==> src/hpcf_pkg.sv <==
`default_nettype none
package hpcf_pkg;

  // Counter width for command byte position and command length
  localparam int CNT_W = 5;

  typedef enum logic [1:0] {
    FN_STROBE = 2'd0,
    FN_WRITE  = 2'd1,
    FN_READ   = 2'd2,
    FN_POP    = 2'd3
  } func_t;

  typedef enum logic [1:0] {
    ST_BUSY      = 2'd0,
    ST_WRITE_OK  = 2'd1,
    ST_CMD_READY = 2'd2
  } status_t;

  typedef enum logic {
    BK_EXEC = 1'b0,
    BK_POP  = 1'b1
  } back_state_t;

  // Known opcodes
  localparam logic [7:0] OP_08 = 8'h08;
  localparam logic [7:0] OP_0A = 8'h0A;
  localparam logic [7:0] OP_28 = 8'h28;
  localparam logic [7:0] OP_2A = 8'h2A;
  localparam logic [7:0] OP_01 = 8'h01;
  localparam logic [7:0] OP_11 = 8'h11;
  localparam logic [7:0] OP_12 = 8'h12;
  localparam logic [7:0] OP_03 = 8'h03;
  localparam logic [7:0] OP_10 = 8'h10;
  localparam logic [7:0] OP_30 = 8'h30;
  localparam logic [7:0] OP_31 = 8'h31;

  typedef struct packed {
    logic [CNT_W-1:0] len;
    logic             unknown;
  } op_info_t;

  // Decoded word passed from front to back
  typedef struct packed {
    func_t            func;
    logic [7:0]       data;
    logic [CNT_W-1:0] len;
    logic             unknown;
  } dec_item_t;

  // One result word
  typedef struct packed {
    logic [1:0] status;
    logic       command_byte_valid;
    logic [7:0] command_byte;
    logic [3:0] command_index;
    logic       command_last;
    logic       bad_command;
    logic       pop_valid;
    logic [7:0] pop_data;
    logic       data_lost;
    logic       reboot_request;
  } res_t;

  function automatic op_info_t opcode_info(logic [7:0] op, logic [CNT_W-1:0] max_len);
    op_info_t info;
    info.unknown = 1'b0;
    case (op)
      OP_08, OP_0A, OP_28, OP_2A, OP_01: info.len = CNT_W'(4);
      OP_11:                             info.len = max_len;
      OP_12:                             info.len = CNT_W'(3);
      OP_03, OP_10, OP_30, OP_31:        info.len = CNT_W'(1);
      default: begin
        info.len     = CNT_W'(1);
        info.unknown = 1'b1;
      end
    endcase
    return info;
  endfunction

endpackage
`default_nettype wire

==> src/hpcf_if.sv <==
`default_nettype none
interface hpcf_in_if;
  logic       valid;
  logic       ready;
  logic [1:0] func;
  logic [7:0] data_byte;

  modport source (output valid, output func, output data_byte, input ready);
  modport sink   (input valid, input func, input data_byte, output ready);
endinterface

interface hpcf_out_if;
  logic       valid;
  logic       ready;
  logic [1:0] status;
  logic       command_byte_valid;
  logic [7:0] command_byte;
  logic [3:0] command_index;
  logic       command_last;
  logic       bad_command;
  logic       pop_valid;
  logic [7:0] pop_data;
  logic       data_lost;
  logic       reboot_request;

  modport source (
    output valid, output status, output command_byte_valid, output command_byte,
    output command_index, output command_last, output bad_command, output pop_valid,
    output pop_data, output data_lost, output reboot_request, input ready
  );
  modport sink (
    input valid, input status, input command_byte_valid, input command_byte,
    input command_index, input command_last, input bad_command, input pop_valid,
    input pop_data, input data_lost, input reboot_request, output ready
  );
endinterface
`default_nettype wire

==> src/hpcf_ram.sv <==
`default_nettype none
module hpcf_ram #(
  parameter int WIDTH = 8,
  parameter int DEPTH = 256
) (
  input  wire logic                     clk,
  input  wire logic                     we,
  input  wire logic [$clog2(DEPTH)-1:0] waddr,
  input  wire logic [WIDTH-1:0]         wdata,
  input  wire logic                     re,
  input  wire logic [$clog2(DEPTH)-1:0] raddr,
  output      logic [WIDTH-1:0]         rdata
);

  logic [WIDTH-1:0] mem [DEPTH];

  always_ff @(posedge clk) begin
    if (we) begin
      mem[waddr] <= wdata;
    end
    if (re) begin
      rdata <= mem[raddr];
    end
  end

endmodule
`default_nettype wire

==> src/hpcf_front.sv <==
`default_nettype none
module hpcf_front #(
  parameter int CMD_MAX_BYTES = 16
) (
  input  wire logic              clk,
  input  wire logic              rst_n,
  hpcf_in_if.sink                in_port,
  output logic                   push_valid,
  input  wire logic              push_ready,
  output hpcf_pkg::dec_item_t    push_item
);

  logic                vld_r, vld_nxt;
  hpcf_pkg::dec_item_t item_r, item_nxt;
  hpcf_pkg::op_info_t  info;
  logic                accept;

  assign in_port.ready = !vld_r || push_ready;
  assign accept        = in_port.valid && in_port.ready;

  // Opcode lookup is done for every word; back uses it only on the first command byte
  assign info = hpcf_pkg::opcode_info(in_port.data_byte, hpcf_pkg::CNT_W'(CMD_MAX_BYTES));

  always_comb begin
    vld_nxt  = vld_r && !push_ready;
    item_nxt = item_r;
    if (accept) begin
      vld_nxt          = 1'b1;
      item_nxt.func    = hpcf_pkg::func_t'(in_port.func);
      item_nxt.data    = in_port.data_byte;
      item_nxt.len     = info.len;
      item_nxt.unknown = info.unknown;
    end
  end

  always_ff @(posedge clk) begin
    if (!rst_n) begin
      vld_r <= 1'b0;
    end else begin
      vld_r <= vld_nxt;
    end
  end

  always_ff @(posedge clk) begin
    item_r <= item_nxt;
  end

  assign push_valid = vld_r;
  assign push_item  = item_r;

endmodule
`default_nettype wire

==> src/hpcf_queue.sv <==
`default_nettype none
module hpcf_queue (
  input  wire logic                 clk,
  input  wire logic                 rst_n,
  input  wire logic                 push_valid,
  output logic                      push_ready,
  input  wire hpcf_pkg::dec_item_t  push_item,
  output logic                      pop_valid,
  input  wire logic                 pop_ready,
  output hpcf_pkg::dec_item_t       pop_item
);

  // Two-entry decoupling queue
  hpcf_pkg::dec_item_t ent_r [2];
  logic       wr_ptr_r, wr_ptr_nxt;
  logic       rd_ptr_r, rd_ptr_nxt;
  logic [1:0] cnt_r, cnt_nxt;
  logic       do_push, do_pop;

  assign push_ready = (cnt_r != 2'd2);
  assign pop_valid  = (cnt_r != 2'd0);
  assign do_push    = push_valid && push_ready;
  assign do_pop     = pop_valid && pop_ready;
  assign pop_item   = ent_r[rd_ptr_r];

  always_comb begin
    wr_ptr_nxt = do_push ? !wr_ptr_r : wr_ptr_r;
    rd_ptr_nxt = do_pop  ? !rd_ptr_r : rd_ptr_r;
    cnt_nxt    = cnt_r + 2'(do_push) - 2'(do_pop);
  end

  always_ff @(posedge clk) begin
    if (!rst_n) begin
      wr_ptr_r <= 1'b0;
      rd_ptr_r <= 1'b0;
      cnt_r    <= 2'd0;
    end else begin
      wr_ptr_r <= wr_ptr_nxt;
      rd_ptr_r <= rd_ptr_nxt;
      cnt_r    <= cnt_nxt;
    end
  end

  always_ff @(posedge clk) begin
    if (do_push) begin
      ent_r[wr_ptr_r] <= push_item;
    end
  end

endmodule
`default_nettype wire

==> src/hpcf_back.sv <==
`default_nettype none
module hpcf_back #(
  parameter int FIFO_DEPTH    = 256,
  parameter int CMD_MAX_BYTES = 16
) (
  input  wire logic                 clk,
  input  wire logic                 rst_n,
  input  wire logic                 q_valid,
  output logic                      q_ready,
  input  wire hpcf_pkg::dec_item_t  q_item,
  hpcf_out_if.source                out_port
);

  localparam int AW = $clog2(FIFO_DEPTH);
  localparam int CW = hpcf_pkg::CNT_W;

  hpcf_pkg::back_state_t state_r, state_nxt;

  logic [AW-1:0]     wp_r, wp_nxt, rp_r, rp_nxt, wp_inc, rp_inc;
  logic              full_r, full_nxt;
  logic              open_r, open_nxt;
  logic [CW-1:0]     cnt_r, cnt_nxt;
  logic [CW-1:0]     len_r, len_nxt;
  hpcf_pkg::status_t status_r, status_nxt;
  logic              out_valid_r, out_valid_nxt;
  hpcf_pkg::res_t    res_r, res_nxt;

  logic              slot_free, take, nonempty;
  logic              ram_we, ram_re;
  logic [7:0]        ram_rdata;

  assign slot_free = !out_valid_r || out_port.ready;
  assign take      = (state_r == hpcf_pkg::BK_EXEC) && q_valid && slot_free;
  assign q_ready   = take;
  assign nonempty  = full_r || (rp_r != wp_r);
  assign wp_inc    = (wp_r == AW'(FIFO_DEPTH - 1)) ? '0 : wp_r + AW'(1);
  assign rp_inc    = (rp_r == AW'(FIFO_DEPTH - 1)) ? '0 : rp_r + AW'(1);

  hpcf_ram #(
    .WIDTH (8),
    .DEPTH (FIFO_DEPTH)
  ) u_ram (
    .clk   (clk),
    .we    (ram_we),
    .waddr (wp_r),
    .wdata (q_item.data),
    .re    (ram_re),
    .raddr (rp_r),
    .rdata (ram_rdata)
  );

  // Next state
  always_comb begin
    state_nxt = state_r;
    case (state_r)
      hpcf_pkg::BK_EXEC: begin
        if (take && q_item.func == hpcf_pkg::FN_POP && nonempty) begin
          state_nxt = hpcf_pkg::BK_POP;
        end
      end
      hpcf_pkg::BK_POP: state_nxt = hpcf_pkg::BK_EXEC;
      default:          state_nxt = hpcf_pkg::BK_EXEC;
    endcase
  end

  // Datapath and outputs
  always_comb begin
    logic [CW-1:0] c_len;
    logic [CW-1:0] c_cnt;
    wp_nxt        = wp_r;
    rp_nxt        = rp_r;
    full_nxt      = full_r;
    open_nxt      = open_r;
    cnt_nxt       = cnt_r;
    len_nxt       = len_r;
    status_nxt    = status_r;
    out_valid_nxt = out_valid_r && !out_port.ready;
    res_nxt       = res_r;
    ram_we        = 1'b0;
    ram_re        = 1'b0;
    c_len         = len_r;
    c_cnt         = cnt_r;

    case (state_r)
      hpcf_pkg::BK_POP: begin
        // read data for the pop issued last cycle
        res_nxt           = '0;
        res_nxt.status    = status_r;
        res_nxt.pop_valid = 1'b1;
        res_nxt.pop_data  = ram_rdata;
        out_valid_nxt     = 1'b1;
      end
      hpcf_pkg::BK_EXEC: begin
        if (take) begin
          res_nxt = '0;
          case (q_item.func)
            hpcf_pkg::FN_STROBE: begin
              if (open_r) begin
                // strobe inside an open command: back to reset state
                wp_nxt                 = '0;
                rp_nxt                 = '0;
                full_nxt               = 1'b0;
                open_nxt               = 1'b0;
                cnt_nxt                = '0;
                len_nxt                = CW'(CMD_MAX_BYTES);
                status_nxt             = hpcf_pkg::ST_CMD_READY;
                res_nxt.reboot_request = 1'b1;
              end else begin
                cnt_nxt    = '0;
                open_nxt   = 1'b1;
                status_nxt = hpcf_pkg::ST_WRITE_OK;
              end
            end
            hpcf_pkg::FN_WRITE: begin
              if (open_r && (cnt_r < len_r)) begin
                if (cnt_r == '0) begin
                  c_len               = q_item.len;
                  res_nxt.bad_command = q_item.unknown;
                end
                c_cnt                      = cnt_r + CW'(1);
                res_nxt.command_byte_valid = 1'b1;
                res_nxt.command_byte       = q_item.data;
                res_nxt.command_index      = cnt_r[3:0];
                res_nxt.command_last       = (c_cnt == c_len);
                status_nxt = full_r ? hpcf_pkg::ST_BUSY : hpcf_pkg::ST_WRITE_OK;
              end else if (!full_r) begin
                ram_we     = 1'b1;
                wp_nxt     = wp_inc;
                full_nxt   = (wp_inc == rp_r);
                status_nxt = (wp_inc == rp_r) ? hpcf_pkg::ST_BUSY : hpcf_pkg::ST_WRITE_OK;
              end else begin
                res_nxt.data_lost = 1'b1;
                status_nxt        = hpcf_pkg::ST_BUSY;
              end
              cnt_nxt  = c_cnt;
              len_nxt  = c_len;
              open_nxt = open_r && (c_cnt != c_len);
            end
            hpcf_pkg::FN_READ: begin
              status_nxt = hpcf_pkg::ST_BUSY;
            end
            hpcf_pkg::FN_POP: begin
              if (nonempty) begin
                ram_re   = 1'b1;
                rp_nxt   = rp_inc;
                full_nxt = 1'b0;
              end
            end
            default: begin
            end
          endcase
          res_nxt.status = status_nxt;
          // a pop that hits data finishes in the next state
          out_valid_nxt  = !(q_item.func == hpcf_pkg::FN_POP && nonempty);
        end
      end
      default: begin
      end
    endcase
  end

  always_ff @(posedge clk) begin
    if (!rst_n) begin
      state_r     <= hpcf_pkg::BK_EXEC;
      wp_r        <= '0;
      rp_r        <= '0;
      full_r      <= 1'b0;
      open_r      <= 1'b0;
      cnt_r       <= '0;
      len_r       <= CW'(CMD_MAX_BYTES);
      status_r    <= hpcf_pkg::ST_CMD_READY;
      out_valid_r <= 1'b0;
    end else begin
      state_r     <= state_nxt;
      wp_r        <= wp_nxt;
      rp_r        <= rp_nxt;
      full_r      <= full_nxt;
      open_r      <= open_nxt;
      cnt_r       <= cnt_nxt;
      len_r       <= len_nxt;
      status_r    <= status_nxt;
      out_valid_r <= out_valid_nxt;
    end
  end

  always_ff @(posedge clk) begin
    res_r <= res_nxt;
  end

  assign out_port.valid              = out_valid_r;
  assign out_port.status             = res_r.status;
  assign out_port.command_byte_valid = res_r.command_byte_valid;
  assign out_port.command_byte       = res_r.command_byte;
  assign out_port.command_index      = res_r.command_index;
  assign out_port.command_last       = res_r.command_last;
  assign out_port.bad_command        = res_r.bad_command;
  assign out_port.pop_valid          = res_r.pop_valid;
  assign out_port.pop_data           = res_r.pop_data;
  assign out_port.data_lost          = res_r.data_lost;
  assign out_port.reboot_request     = res_r.reboot_request;

endmodule
`default_nettype wire

==> src/host_port_command_fifo.sv <==
// Path: front register, queue, back register; a data pop adds the RAM read register.
// Throughput: one word per cycle while out_port is ready; a pop that returns data holds
//   the back end in its pop state, set by the registered read port of the FIFO RAM.
// Reset: synchronous active-low rst_n clears pointers, flags, queue and output valid;
//   status comes up as command ready. FIFO RAM contents are not cleared.
`default_nettype none
module host_port_command_fifo #(
  parameter int FIFO_DEPTH    = 256,
  parameter int CMD_MAX_BYTES = 16
) (
  input  wire logic  clk,
  input  wire logic  rst_n,
  hpcf_in_if.sink    in_port,
  hpcf_out_if.source out_port
);

  // front -> queue
  logic                fr_valid, fr_ready;
  hpcf_pkg::dec_item_t fr_item;
  // queue -> back
  logic                bk_valid, bk_ready;
  hpcf_pkg::dec_item_t bk_item;

  // Front: input register plus opcode lookup
  hpcf_front #(
    .CMD_MAX_BYTES (CMD_MAX_BYTES)
  ) u_front (
    .clk        (clk),
    .rst_n      (rst_n),
    .in_port    (in_port),
    .push_valid (fr_valid),
    .push_ready (fr_ready),
    .push_item  (fr_item)
  );

  // Two-word queue lets the host side keep going while the back end handles a pop
  hpcf_queue u_queue (
    .clk        (clk),
    .rst_n      (rst_n),
    .push_valid (fr_valid),
    .push_ready (fr_ready),
    .push_item  (fr_item),
    .pop_valid  (bk_valid),
    .pop_ready  (bk_ready),
    .pop_item   (bk_item)
  );

  // Back: command tracking, ring FIFO, status, output register
  hpcf_back #(
    .FIFO_DEPTH    (FIFO_DEPTH),
    .CMD_MAX_BYTES (CMD_MAX_BYTES)
  ) u_back (
    .clk      (clk),
    .rst_n    (rst_n),
    .q_valid  (bk_valid),
    .q_ready  (bk_ready),
    .q_item   (bk_item),
    .out_port (out_port)
  );

endmodule
`default_nettype wire
==> src/flat_wrapper.sv <==
// flat-port wrapper written by rule: the top's interface ports become plain ports
module host_port_command_fifo_flat 
#(
  parameter int FIFO_DEPTH    = 256,
  parameter int CMD_MAX_BYTES = 16
)
  (clk, rst_n, in_port_valid, in_port_func, in_port_data_byte, in_port_ready, out_port_valid, out_port_status, out_port_command_byte_valid, out_port_command_byte, out_port_command_index, out_port_command_last, out_port_bad_command, out_port_pop_valid, out_port_pop_data, out_port_data_lost, out_port_reboot_request, out_port_ready);
  hpcf_in_if in_port_i ();
  hpcf_out_if out_port_i ();
  input  wire logic clk;
  input  wire logic rst_n;
  input wire logic [$bits(in_port_i.valid)-1:0] in_port_valid;
  input wire logic [$bits(in_port_i.func)-1:0] in_port_func;
  input wire logic [$bits(in_port_i.data_byte)-1:0] in_port_data_byte;
  output wire logic [$bits(in_port_i.ready)-1:0] in_port_ready;
  output wire logic [$bits(out_port_i.valid)-1:0] out_port_valid;
  output wire logic [$bits(out_port_i.status)-1:0] out_port_status;
  output wire logic [$bits(out_port_i.command_byte_valid)-1:0] out_port_command_byte_valid;
  output wire logic [$bits(out_port_i.command_byte)-1:0] out_port_command_byte;
  output wire logic [$bits(out_port_i.command_index)-1:0] out_port_command_index;
  output wire logic [$bits(out_port_i.command_last)-1:0] out_port_command_last;
  output wire logic [$bits(out_port_i.bad_command)-1:0] out_port_bad_command;
  output wire logic [$bits(out_port_i.pop_valid)-1:0] out_port_pop_valid;
  output wire logic [$bits(out_port_i.pop_data)-1:0] out_port_pop_data;
  output wire logic [$bits(out_port_i.data_lost)-1:0] out_port_data_lost;
  output wire logic [$bits(out_port_i.reboot_request)-1:0] out_port_reboot_request;
  input wire logic [$bits(out_port_i.ready)-1:0] out_port_ready;
  assign in_port_i.valid = in_port_valid;
  assign in_port_i.func = in_port_func;
  assign in_port_i.data_byte = in_port_data_byte;
  assign in_port_ready = in_port_i.ready;
  assign out_port_valid = out_port_i.valid;
  assign out_port_status = out_port_i.status;
  assign out_port_command_byte_valid = out_port_i.command_byte_valid;
  assign out_port_command_byte = out_port_i.command_byte;
  assign out_port_command_index = out_port_i.command_index;
  assign out_port_command_last = out_port_i.command_last;
  assign out_port_bad_command = out_port_i.bad_command;
  assign out_port_pop_valid = out_port_i.pop_valid;
  assign out_port_pop_data = out_port_i.pop_data;
  assign out_port_data_lost = out_port_i.data_lost;
  assign out_port_reboot_request = out_port_i.reboot_request;
  assign out_port_i.ready = out_port_ready;
  host_port_command_fifo #(.FIFO_DEPTH(FIFO_DEPTH), .CMD_MAX_BYTES(CMD_MAX_BYTES)) u_core (.clk(clk), .rst_n(rst_n), .in_port(in_port_i), .out_port(out_port_i));
endmodule
==> config.mk <==
export PLATFORM = sky130hd
export DESIGN_NAME = host_port_command_fifo_flat
export DESIGN_NICKNAME = d
export VERILOG_FILES = /design/src/hpcf_pkg.sv /design/src/hpcf_if.sv /design/src/hpcf_ram.sv /design/src/hpcf_front.sv /design/src/hpcf_queue.sv /design/src/hpcf_back.sv /design/src/host_port_command_fifo.sv /design/src/flat_wrapper.sv
export SDC_FILE = /design/constraint.sdc
export NUM_CORES = 2
export LEC_CHECK = 0
export ABC_AREA = 1
export BUFFER_PORTS_ARGS = -buffer_cell sky130_fd_sc_hd__buf_2
export CAP_MARGIN = 10
export CORE_ASPECT_RATIO = 1.25
export CORE_MARGIN = 10
export CORE_UTILIZATION = 30
export DETAILED_ROUTE_END_ITERATION = 6
export MAX_ROUTING_LAYER = met4
export PLACE_DENSITY_LB_ADDON = 0.2
export SLEW_MARGIN = 10
export SYNTH_ARGS = -nofsm -noshare
export SYNTH_HDL_FRONTEND = slang
export SYNTH_SLANG_ARGS = --single-unit
==> constraint.sdc <==
create_clock -name clk -period 4.65 [get_ports clk]
set_input_delay 0.2325 -clock clk [delete_from_list [all_inputs] [get_ports clk]]
set_output_delay 0.2325 -clock clk [all_outputs]
set_load 0.02 [all_outputs]
==> results by group <==
Outcome
  – Status: finished with violations
  – Failing checks: design-rule violations

Timing
  – Setup Skew: 0.0496 ns
  – RSZ-0062 raised after global routing: no
  – Slew at the pin with the worst max-slew slack: 1.18 ns
  – Period Utilization, post-route: 0.842
  – Final setup violation count: 0
  – Fin worst setup slack: 0.736 ns
  – Final min period: 3.91 ns
  – Max Slew Vio Count: 0
  – Achievable Freq: 256 MHz
  – Setup TNS: 0 ns
  – Hold WS: 0.0909 ns
  – Slew headroom: 0.211
  – Hold Violations, Final: 0

Logic synthesis
  – Yosys warnings: 0
  – Syn Area/Cell: 11.5 sq um
  – Synth Area in Simple Gates: 0.193
  – Top cell type by total area after synthesis: edfxtp_1
  – Synthesized area: 88500 sq um
  – Synth Area in XOR/XNOR: 0.00198
  – Post-synthesis sequential area ratio: 0.731
  – Synth Register Bits: 2167
  – Syn Nets: 7695
  – Yosys top cell area share: 0.722
  – Distinct cells, synth: 33
  – Adder-cell share of the synthesized area: 0.00198
  – Dominant cells by area after synthesis: edfxtp_1 (72%), nand2_1 (7.2%), nand3_1 (6.9%)
  – Largest family of logic cells by synthesized area: simple AND/OR/NAND/NOR gates
  – Cells after Synth: 7667
  – Mux share of post-synthesis cell area: 0
  – Compound-gate portion of the synthesized area: 0.0455

Die
  – Die height: 627 microns
  – Core area: 293000 sq um
  – Initial Util: 0.302
  – Rows: 222
  – Ports: 44
  – Die Width: 506 microns
  – DIE AREA: 317000 sq um

Worst setup path
  – Crit. End Element: flip-flop
  – Req. time, crit path: 5.14 ns
  – Startpoint Class: flip-flop
  – CP arrival: 4.40 ns
  – Crit Path Category: flip-flop to flip-flop
  – Max FO, Critical Path: 21

Detailed routing
  – Routed WL: 280000 microns
  – Drt wl/cell: 24.0 microns
  – 1st-iter DRT viols: 5303
  – Pre-antenna DRT Iters: 7
  – Via-to-Cell Ratio: 5.00
  – Remaining DRCs: 8
  – Via count: 58409
  – Post-route ant nets: 0

Power
  – Design Power: 0.0571 W
  – Cell Pwr Density: 565 nW/um^2
  – P_leak: 34.0 nW
  – Maximum VDD drop: 0.398 mV

CTS
  – CTS tree: yes
  – H-Tree Depth: 4
  – Reg clk slew, reported paths: 0.07 ns
  – Total CTS buffers: 216
  – CTS Sinks: 2167
  – Worst-case clock buffer depth: 4
  – PostCTS Resize Cnt: 0
  – Clock root cell: clkbuf_16
  – Clock Latency Late Sink: 0.88 ns

GRT
  – Number of global-route vias before repair: 58583
  – First-pass GRT wire length: 406000 microns
  – Largest net degree at the start of global routing: 157
  – GRT Util Overall: 0.175
  – Grt ovf: 0
  – Initial antenna violation count: 5

Finish
  – Fin nets: 7626
  – Share of cells above drive strength 1: 0.0734
  – Synth-to-layout area growth: 14.1%
  – Post-Layout Cell Count: 11690
  – Fill cells: 29092

Placement
  – Setup WS pre-CTS: 0.721 ns
  – Hpwl dp: 166000 microns
  – Placed Cells: 11287
  – PortBufs: 43
  – Final GP Congestion: 0.855

Flow run
  – MaxCap Viol Count: 0

Hold path
  – Worst hold path class: input port to flip-flop
==> cell type report <==
type	instances	area, sq um	area share
sequential	2167	64700	0.641
multi-input combinational	4871	21600	0.213
clock buffer	254	5630	0.0558
tap	3920	4900	0.0486
timing repair buffer	211	2150	0.0213
clock inverter	134	1470	0.0146
inverter	131	579	0.00574
antenna	2	5.00	0.0000495
==> layout by cell type, fill, tap and decap left out, drive strengths merged, types with 2 or more instances in the layout <==
| cell type | Yosys | layout |
|---|---|---|
| edfxtp | 2129 | 2129 |
| nand2 | 1710 | 1710 |
| nand3 | 1216 | 1216 |
| nor2 | 1143 | 1143 |
| o21ai | 511 | 511 |
| clkbuf | 379 | 254 |
| buf | 119 | 198 |
| inv | 130 | 138 |
| o211ai | 130 | 130 |
| clkinv | 1 | 82 |
| a21oi | 76 | 76 |
| dfxtp | 38 | 38 |
| bufinv | 0 | 30 |
| clkinvlp | 0 | 15 |
| ha | 14 | 14 |
| xor2 | 13 | 13 |
| dlygate4sd3 | 0 | 13 |
| nor3 | 12 | 12 |
| or2 | 9 | 9 |
| xnor2 | 7 | 7 |
| o22ai | 7 | 7 |
| nand4 | 7 | 7 |
| a31oi | 4 | 4 |
| nand3b | 3 | 3 |
| nor4 | 3 | 3 |
| diode | 0 | 2 |
| a22oi | 2 | 2 |
==> synthesized netlist by cell type <==
cell type	n
nor3_4	3
o31ai_1	1
xor2_1	13
xnor2_1	7
dfxtp_1	38
nand4_1	7
nor3_1	9
o22ai_1	7
clkbuf_1	379
clkinv_1	1
a22oi_1	2
nand3b_1	3
a31oi_1	4
a21oi_1	76
and2_1	1
nand2_1	1706
nor2_1	1142
edfxtp_1	2129
ha_1	14
or2_0	1
nand3_1	1216
nor2_4	1
buf_1	100
o211ai_1	130
a221o_1	1
buf_2	19
nor4_1	3
inv_1	126
a32oi_1	1
or2_2	8
inv_2	4
o21ai_0	511
nand2_2	4
==> metrics by stage <==
| stage | util | instance area, sq um |
|---|---|---|
| finish | 0.345 | 101000 |
| detailed placement | 0.320 | 93800 |
| global placement | 0.320 | 93800 |
| global route | 0.345 | 101000 |
| floorplan | - | 88500 |
| CTS | 0.345 | 101000 |
==> registers in the layout, indices dropped and copies added (netlist names), 2 cells and up, named ones only <==
name / cells
u_core.u_back.cnt_r: 5
u_core.u_back.len_r: 5
u_core.u_back.out_port.command_byte: 8
u_core.u_back.out_port.command_index: 4
u_core.u_back.out_port.pop_data: 8
u_core.u_back.out_port.status: 2
u_core.u_back.rp_r: 8
u_core.u_back.status_r: 2
u_core.u_back.u_ram.mem: 2048
u_core.u_back.u_ram.rdata: 8
u_core.u_back.wp_r: 8
u_core.u_front.push_item: 15
u_core.u_queue.cnt_r: 2
u_core.u_queue.ent_r: 30
==> power by group <==
part	internal [W]	switching, W	total, W
logic	0.00324	0.0116	0.0149
clock network	0.0103	0.00762	0.0179
registers	0.0241	0.000146	0.0243
==> worst max-delay path, cell delays in order, from the launching register on <==
cell and delay (ns):
dfxtp_1 0.32, buf_4 0.22, inv_2 0.16, or2_0 0.22, o21ai_0 0.23, inv_2 0.15, nor2_4 0.17, nand2_1 0.12
nor3_4 0.27, inv_2 0.22, nor3_4 0.31, nand2_2 0.42, nor2_1 0.67
==> layer usage <==
| metal | vias up | global-route usage | wire length (microns) |
|---|---|---|---|
| met5 | - | - | 0 |
| met4 | 0 | 0.0655 | 11700 |
| met3 | 501 | 0.0220 | 15300 |
| met2 | 1946 | 0.296 | 137000 |
| met1 | 29132 | 0.216 | 116000 |
| li1 | 26830 | - | - |
==> logic make-up (layout without fill, tap and decap cells) <==
logic type / after synthesis / after routing
compound gates: 733 / 733
buf+inv: 629 / 730
fa+ha+maj: 14 / 14
xor+xnor: 20 / 20
simple gates: 4104 / 4104
flops: 2167 / 2167
other cells: 0 / 2
==> worst paths after layout <==
path | slack, ns | cells after the start | to | startpoint
worst max-delay path | 0.74 | 12 | u_core.u_back.u_ram.mem[101][4] | flip-flop
worst min register to register | 0.44 | 0 | u_core.u_queue.ent_r[0][8] | u_core.u_front.push_item[8]
worst max register to register | 0.74 | 12 | u_core.u_back.u_ram.mem[101][4] | flip-flop
worst min-delay path | 0.09 | 2 | u_core.u_front.push_item[15] | in_port_func[1]
==> timing repair <==
item / 4_1_cts / 5_1_grt
hold endpoints to repair: 31 / 0
hold buffers: 13 / 0
buffers inserted: 0 / 0
No activity file was read; power rests on OpenSTA's default activity.
